===== config.mk =====
export PLATFORM = sky130hd
export DESIGN_NAME = base64_decoder
export DESIGN_NICKNAME = d
export VERILOG_FILES = /design/src/sv/b64d_pkg.sv /design/src/sv/base64_decoder.sv /design/src/sv/b64d_front.sv /design/src/sv/b64d_queue.sv /design/src/sv/b64d_back.sv
export SDC_FILE = /design/constraint.sdc
export NUM_CORES = 1
export LEC_CHECK = 0
export ABC_AREA = 1
export BUFFER_PORTS_ARGS = -buffer_cell sky130_fd_sc_hd__buf_2
export CORE_MARGIN = 5
export CORE_UTILIZATION = 47
export DETAILED_ROUTE_END_ITERATION = 8
export HOLD_SLACK_MARGIN = 0.02
export PLACE_DENSITY_LB_ADDON = 0.08
export SYNTH_ARGS = -nofsm -noshare
export SYNTH_HDL_FRONTEND = slang
export SYNTH_SLANG_ARGS = --single-unit

===== constraint.sdc =====
create_clock -name clk -period 2.95 [get_ports clk]
set_input_delay 0.1475 -clock clk [delete_from_list [all_inputs] [get_ports clk]]
set_output_delay 0.1475 -clock clk [all_outputs]
set_load 0.01 [all_outputs]

===== src/sv/b64d_pkg.sv =====
// shared types, constants and the alphabet lookup of the base64 decoder
package b64d_pkg;

  // bytes that one character can cause at most
  localparam int unsigned JobBytes = 3;
  // depth of the job queue between front and back
  localparam int unsigned QueueDepth = 4;
  localparam int unsigned QueueAw = $clog2(QueueDepth);
  localparam int unsigned QueueCw = $clog2(QueueDepth + 1);

  // characters with a fixed value
  localparam logic [7:0] CharPlus  = 8'h2B;
  localparam logic [7:0] CharSlash = 8'h2F;
  localparam logic [5:0] SextetPlus  = 6'd62;
  localparam logic [5:0] SextetSlash = 6'd63;
  localparam logic [5:0] SextetLowerBase = 6'd26;
  localparam logic [5:0] SextetDigitBase = 6'd52;

  // fill level of a full group
  localparam logic [1:0] GroupFull = 2'd3;

  // one queued job: up to three bytes, first byte in entry 0
  typedef struct packed {
    logic [JobBytes-1:0][7:0] bytes;
    logic [1:0]               count;
  } job_t;

  // alphabet lookup result
  typedef struct packed {
    logic       ok;
    logic [5:0] value;
  } sextet_t;

  // map an ascii code to its six-bit value, ok low outside the alphabet
  function automatic sextet_t sextet_of(input logic [7:0] c);
    sextet_t r;
    logic [7:0] d;
    r = '0;
    d = '0;
    if (c >= "A" && c <= "Z") begin
      d = c - 8'("A");
      r.ok = 1'b1;
      r.value = d[5:0];
    end else if (c >= "a" && c <= "z") begin
      d = c - 8'("a");
      r.ok = 1'b1;
      r.value = d[5:0] + SextetLowerBase;
    end else if (c >= "0" && c <= "9") begin
      d = c - 8'("0");
      r.ok = 1'b1;
      r.value = d[5:0] + SextetDigitBase;
    end else if (c == CharPlus) begin
      r.ok = 1'b1;
      r.value = SextetPlus;
    end else if (c == CharSlash) begin
      r.ok = 1'b1;
      r.value = SextetSlash;
    end
    return r;
  endfunction

endpackage


===== src/sv/base64_decoder.sv =====
// top level of the streaming base64 decoder
//
//   channel | direction | handshake               | payload
//   char    | in        | char_valid, char_stall  | char_code, end_of_message
//   byte    | out       | byte_valid, byte_stall  | data_byte, run_last
//
// one character is taken each cycle while the job queue has room
// a character's bytes are written into the job queue and then loaded into the byte register
// the back sends one byte a cycle from the queue head unless byte_stall holds it, up to three per job
// char_stall rises only when the queue holds four jobs
// rst is synchronous and clears the group state, empties the queue and the byte register
module base64_decoder import b64d_pkg::*; (
  input  logic       clk,
  input  logic       rst,
  input  logic       char_valid,
  output logic       char_stall,
  input  logic [7:0] char_code,
  input  logic       end_of_message,
  output logic       byte_valid,
  input  logic       byte_stall,
  output logic [7:0] data_byte,
  output logic       run_last
);

  logic push;
  job_t job;
  logic full;
  logic head_valid;
  job_t head_job;
  logic pop;

  // classify and form jobs
  b64d_front u_front (
    .clk            (clk),
    .rst            (rst),
    .char_valid     (char_valid),
    .char_stall     (char_stall),
    .char_code      (char_code),
    .end_of_message (end_of_message),
    .queue_full     (full),
    .push           (push),
    .job            (job)
  );

  // job queue
  b64d_queue u_queue (
    .clk        (clk),
    .rst        (rst),
    .push       (push),
    .push_job   (job),
    .pop        (pop),
    .full       (full),
    .head_valid (head_valid),
    .head_job   (head_job)
  );

  // serialise bytes
  b64d_back u_back (
    .clk        (clk),
    .rst        (rst),
    .head_valid (head_valid),
    .head_job   (head_job),
    .pop        (pop),
    .byte_valid (byte_valid),
    .byte_stall (byte_stall),
    .data_byte  (data_byte),
    .run_last   (run_last)
  );

endmodule


===== src/sv/b64d_front.sv =====
// front part: accepts characters, tracks the group and forms byte jobs
module b64d_front import b64d_pkg::*; (
  input  logic       clk,
  input  logic       rst,
  input  logic       char_valid,
  output logic       char_stall,
  input  logic [7:0] char_code,
  input  logic       end_of_message,
  input  logic       queue_full,
  output logic       push,
  output job_t       job
);

  logic [2:0][5:0] sbuf;
  logic [2:0][5:0] sbuf_next;
  logic [1:0]      group_count;
  logic [1:0]      group_count_next;
  logic            stopped;
  logic            stopped_next;
  logic            accept;
  sextet_t         sx;
  logic [2:0][5:0] s_ins;
  logic [1:0]      n;

  assign char_stall = queue_full;
  assign accept = char_valid && !char_stall;

  // classify the character and work out the bytes and next state
  always_comb begin
    sx = sextet_of(char_code);
    s_ins = sbuf;
    if (group_count != GroupFull) begin
      s_ins[group_count] = sx.value;
    end
    job.bytes[0] = {s_ins[0], s_ins[1][5:4]};
    job.bytes[1] = {s_ins[1][3:0], s_ins[2][5:2]};
    job.bytes[2] = {s_ins[2][1:0], sx.value};
    n = 2'd0;
    sbuf_next = sbuf;
    group_count_next = group_count;
    stopped_next = stopped;
    if (!stopped) begin
      if (!sx.ok) begin
        // stop character flushes the partial group
        n = (group_count >= 2'd2) ? group_count - 2'd1 : 2'd0;
        group_count_next = 2'd0;
        stopped_next = 1'b1;
      end else if (group_count == GroupFull) begin
        n = 2'd3;
        group_count_next = 2'd0;
      end else begin
        sbuf_next = s_ins;
        group_count_next = group_count + 2'd1;
        if (end_of_message) begin
          n = group_count;
        end
      end
    end
    if (end_of_message) begin
      sbuf_next = '0;
      group_count_next = 2'd0;
      stopped_next = 1'b0;
    end
    job.count = n;
  end

  assign push = accept && (n != 2'd0);

  // group state
  always_ff @(posedge clk) begin
    if (rst) begin
      sbuf <= '0;
      group_count <= 2'd0;
      stopped <= 1'b0;
    end else if (accept) begin
      sbuf <= sbuf_next;
      group_count <= group_count_next;
      stopped <= stopped_next;
    end
  end

endmodule


===== src/sv/b64d_queue.sv =====
// short job queue between front and back
module b64d_queue import b64d_pkg::*; (
  input  logic clk,
  input  logic rst,
  input  logic push,
  input  job_t push_job,
  input  logic pop,
  output logic full,
  output logic head_valid,
  output job_t head_job
);

  job_t               entries [QueueDepth];
  logic [QueueAw-1:0] wr_ptr;
  logic [QueueAw-1:0] rd_ptr;
  logic [QueueCw-1:0] fill;

  assign full = (fill == QueueCw'(QueueDepth));
  assign head_valid = (fill != '0);
  assign head_job = entries[rd_ptr];

  // storage
  always_ff @(posedge clk) begin
    if (push) begin
      entries[wr_ptr] <= push_job;
    end
  end

  // pointers and fill level
  always_ff @(posedge clk) begin
    if (rst) begin
      wr_ptr <= '0;
      rd_ptr <= '0;
      fill <= '0;
    end else begin
      if (push) begin
        wr_ptr <= wr_ptr + 1'b1;
      end
      if (pop) begin
        rd_ptr <= rd_ptr + 1'b1;
      end
      if (push && !pop) begin
        fill <= fill + 1'b1;
      end else if (pop && !push) begin
        fill <= fill - 1'b1;
      end
    end
  end

endmodule


===== src/sv/b64d_back.sv =====
// back part: sends the bytes of each job one per transfer
module b64d_back import b64d_pkg::*; (
  input  logic       clk,
  input  logic       rst,
  input  logic       head_valid,
  input  job_t       head_job,
  output logic       pop,
  output logic       byte_valid,
  input  logic       byte_stall,
  output logic [7:0] data_byte,
  output logic       run_last
);

  logic [1:0] idx;
  logic       load;
  logic       last;

  // next byte goes out when the output register is free
  assign load = head_valid && (!byte_valid || !byte_stall);
  assign last = (idx == head_job.count - 2'd1);
  assign pop = load && last;

  // control of the output register
  always_ff @(posedge clk) begin
    if (rst) begin
      idx <= 2'd0;
      byte_valid <= 1'b0;
    end else if (load) begin
      byte_valid <= 1'b1;
      idx <= last ? 2'd0 : idx + 2'd1;
    end else if (!byte_stall) begin
      byte_valid <= 1'b0;
    end
  end

  // output payload
  always_ff @(posedge clk) begin
    if (load) begin
      data_byte <= head_job.bytes[idx];
      run_last <= last;
    end
  end

endmodule


Word level (Yosys, flattened, before mapping)
Memories as Yosys holds them, arrays and structs flattened. A register that Yosys moved wholly into a read port is not among the register bits.
Index checks and enable logic that the tools add are counted.
Operators by class
  $add $sub $neg: 13
  magnitude comparators: 10
  equality and inequality tests: 9
  muxes and demuxes: 36
  reduce and logical (&&, ||, !) cells: 22
Operators by type and width (number)
  $mux W18: 5
  $mux W7: 5
  $mux W2: 12
  $bwmux W18: 1
  $bmux W8 S2: 1
  $eq A8 B6 Y1 const B: 2
  $ge A8 B7 Y1 const B: 2
  $le A8 B7 Y1 const B: 2
  $demux W6 S2: 1
  $sub A6 B6 Y6 const B: 2
  $logic_and A1 B1 Y1: 10
  $add A2 B1 Y2 const B: 4
  $ge A8 B6 Y1 const B: 1
  $le A8 B6 Y1 const B: 1
  $mux W8: 1
  $mux W1: 7
  $add A6 B5 Y6 const B: 1
  $add A6 B6 Y6 const B: 1
  $lt A2 B3 Y1 const B: 2
  $mux W3: 2
  $mux W6: 1
  $ne A2 B2 Y1 const B: 3
  $reduce_bool A2 Y1: 3
  $sub A6 B1 Y6 const B: 1
  other kinds (14): 19
Storage, ports and cells
  flip-flop bits (word level): 40
  RAM bits: 104
  output and inout port bits: 11
  word-level logic and storage cells: 103
  memories: 1
Memory list
  u_queue.entries: depth 4, width 26, rd ports 1, clocked after Yosys merged registers in 1, write ports 1, line b64d_queue.sv:13  | job_t entries [QueueDepth];

Longest topological paths before layout
  word-level depth: 14
  depth in mapped cells: 23
  gate-level depth less buffers: 22

By module
Synthesis repeated with hierarchy kept, for this count alone.
Unflattened totals
  cell total of the unflattened synthesis: 724
  area, all modules: 7105.6 µm²
Modules (own cells, without submodules)
  b64d_queue: instances 1, cells an instance 310, area each 4295.4 µm², sequential area each 3303.2 µm²
  b64d_front: instances 1, cells an instance 340, area each 2138.3 µm², sequential area each 420.4 µm²
  b64d_back: instances 1, cells an instance 74, area each 671.9 µm², sequential area each 330.3 µm²

Worst setup path after synthesis
OpenSTA, ideal clock, no wires.
  path type: input -> register
  start point: input char_code[2]
  end point: memory u_queue.entries[1][0] (netlist name), enable pin
  setup time: 0.409 ns
  arrival time: 2.677 ns
  required time: 2.541 ns
  path slack: -0.136 ns
  cell stages on the path: 16
  cell sequence: buf_2 -> inv_1 -> ha_1 -> inv_1 -> nand2_1 -> nand2_1 -> nor2_4 -> nand2_2 -> nand2_2 -> inv_2 -> nand3_4 -> nand2_1 -> nand3_1 -> nand2_1 -> nand2_1 -> nor2_1
On the way
  longest elaborated chain between the ends: 12
  elaborated cells on any way between the ends: 22
RTL lines
  start: declaration: line base64_decoder.sv:17  | input logic [7:0] char_code,
  branches (longest 5 deep; another with $ge A8 B6 Y1)
  $mux W7 (*): line b64d_pkg.sv:40  | if (c >= "A" && c <= "Z") begin
  $mux W2 (*): line b64d_front.sv:43  | if (!sx.ok) begin
  $mux W2 (*): line b64d_front.sv:42  | if (!stopped) begin
  $reduce_bool A2 Y1 (*): line b64d_front.sv:67  | assign push = accept && (n != 2'd0);
  $logic_and A1 B1 Y1 (*): line b64d_front.sv:67
  $mux W1 (*): line b64d_queue.sv:24  | if (push) begin
  $mux W1 (not written as such) (*): line b64d_queue.sv:25  | entries[wr_ptr] <= push_job;
  end: declaration: line b64d_queue.sv:13
Every way passes the cells marked *.

==> metrics.yaml <==
outcome:
  run_status: "complete, no violations"
sta:
  finalCriticalPeriod_ns: 2.57
  rsz0062_at_grt: "false"
  post-route-period-util_pct: 87.2
  setup_slack_ns: 0.377
  report.final.slew_viol_count: 0
  setup_viol: 0
  fin_worst_skew_ns: 0.00476
  worst_pin_slew_ns: 0.651
  fmax_ghz: 0.389
  hold_violations: 0
  slew_headroom_pct: 56.4
finish:
  finalCoreUtilization_pct: 54.5
  drive_above_1_share_pct: 18.8
  syn_to_final_growth_pct: 13.3
  fin_nets: 756
  layout_common_cells: "edfxtp_1 (113), nand2_1 (83), nor2_1 (74)"
  antennaDiodeCount: 0
  final_common_cell: "edfxtp_1"
yosys:
  ys_async_sr_fraction_pct: 0
  ys.flop_type: "edfxtp_1"
  postSynthCellCount: 696
  synth_edf_count: 113
  seq_area_frac_synth_pct: 57.7
  synthesis.area_um2: 7030
  synth.avg_cell_area_um2: 10.1
  synth_nets: 729
  ys_warn_count: 0
  ys_types: 41
  synth_seq_cells: 146
power_and_ir_drop:
  power_density_nw_per_um2: 756
  power.share.switching_pct: 30.8
  combPwrFrac_pct: 24.3
  p_switching_uw: 1850
  internal-power_uw: 4170
  sequentialPowerShare_pct: 42.8
  peakVddDrop_uv: 405
  power.leakage_uw: 0.00309
  pwr-share-clk_pct: 32.9
clock_network:
  cts_hold_buf: 0
  cts-resized-gates: 0
  htreeDepth: 4
  clkLatencyLatePin_ns: 0.42
  cts_inserted_buffers: 17
  cts_setup_buffers: 0
  cts.reportedPaths.clkPinSlew_ns: 0.05
  cts_tree: "done"
  cts_max_path_buffers: 2
  numClockSinks: 146
  root_buffer: "clkbuf_16"
worst_setup_path:
  cp.arrival_ns: 2.87
  cp-end-kind: "flop"
  critPathMaxFanout: 10
  critPathKind: "flop to flop"
  cp.required_ns: 3.25
  startpoint_type: "flop"
die:
  fp.dieH_um: 132
  die_area_um2: 17500
  die_w_um: 132
  io_pins: 24
  design.core.area_um2: 14600
  start_util_pct: 48.2
  rows: 44
global_route:
  grt_overflow: 0
  antenna_found_initial: 0
  gr-usage-all-layers_pct: 18.5
  grt_max_degree: 49
  grt_pass1_vias: 4812
  grt_first_pass_wirelength_mm: 25.7
detailed_routing:
  drt-wirelength-per-cell_um: 16.9
  drc: 0
  detail-route-antenna-nets: 0
  vias_per_cell: 5.38
  drt_iter0_drc: 427
  vias: 4947
  first_pass_iters: 5
  wirelength_mm: 15.6
place:
  place.port_buffers: 23
  hpwl_mm: 10.4
  gp_congestion: 0.865
  dp_slack_ns: 0.0279
run:
  drv_cap: 0
hold_path:
  hold_path.class: "input port to flop"
## per-stage QoR
step                      total power (µW)  hold slack (ns)  instance area, µm²  instances  TNS (ns)
after CTS                             6070           0.0665                7960        920         0
final                                 6020           0.0829                7960        920         0
after global placement                4080            0.451                7400        888         0
after global routing                  6350            0.124                7960        920         0
after floorplan                       3600            0.316                7030        696    -14.16
after detailed placement              4100            0.460                7400        888         0
## power groups by stage
stage | clock network [µW] | registers (µW) | logic (µW)
floorplan | 0 | 2640 | 964
global placement | 0 | 2620 | 1460
detailed placement | 0 | 2620 | 1470
CTS | 2010 | 2580 | 1480
global route | 2110 | 2600 | 1650
finish | 1980 | 2580 | 1460
## flip-flops by register name, summed over array words and instances, names as in the netlist, 2 cells and up, named ones only
signal and cells:
u_front.sbuf 18, u_queue.entries 104, u_back.idx 2, u_queue.wr_ptr 2, u_back.data_byte 8, u_queue.fill 3, u_queue.rd_ptr 2, u_front.group_count 2
## cells in the mapped netlist, types with 6 or more instances
library cell	n	share of area (%)
edfxtp_1	113	48
nand4_1	24	2.1
o221ai_1	11	1.4
nor2_2	6	0.53
nand2_2	17	1.5
clkbuf_1	21	1.1
xor2_1	9	1.1
nor2_1	78	4.2
inv_1	71	3.8
a21oi_1	22	1.6
dfxtp_1	33	9.4
or2_2	12	1.1
nand3_1	40	2.8
o21ai_0	64	4.6
ha_1	19	3.4
o22ai_1	13	1.2
a21oi_2	11	1.4
nand2_1	83	4.4
## path summary, 6_finish.rpt
kind,start,to,slack [ns],cells past startpoint
worst min-delay path,byte_stall,u_back.byte_valid,0.08,5
worst max register to register,flop,u_queue.fill[2],0.38,16
worst max-delay path,flop,u_queue.fill[2],0.38,16
worst min register to register,u_queue.rd_ptr[0],flop,0.47,2
## kinds of logic (layout without fill, tap and decap cells)
kind of cell	after synthesis	count (layout)	share of synthesized area, %
adder cells (fa/ha/maj)	20	20	3.67
flip-flops	146	146	57.7
buffers and inverters	110	150	6.54
AO/OA/AOI/OAI	131	131	11.2
AND/OR/NAND/NOR	280	280	19.8
XOR/XNOR	9	9	1.12
## routing by layer
layer / wire (µm) / GRT usage, %
met4: 278 / 6.39
met1: 7310 / 25.8
met2: 7260 / 28.9
met5: 0 / 0
met3: 735 / 3.70
## critical path, stage by stage (launching register included)
cell,delay [ns]
dfxtp_1,0.49
inv_1,0.15
nand2_1,0.08
nand3_1,0.08
nand2_1,0.08
nand2_1,0.06
a21o_1,0.16
nand2_1,0.09
inv_2,0.06
nand2_1,0.14
ha_1,0.17
inv_1,0.06
fa_1,0.38
a21oi_1,0.14
o21ai_0,0.11
o21ai_0,0.15
a21oi_1,0.06
## cell type report
cell class | instances | area, µm²
tap | 184 | 230
inverter | 80 | 313
fill | 1300 | 6630
clock inverter | 8 | 50.0
clock buffer | 24 | 504
multi-input combinational | 440 | 2530
sequential | 146 | 4050
timing repair buffer | 38 | 278
Power figures use the tool's default switching activity.
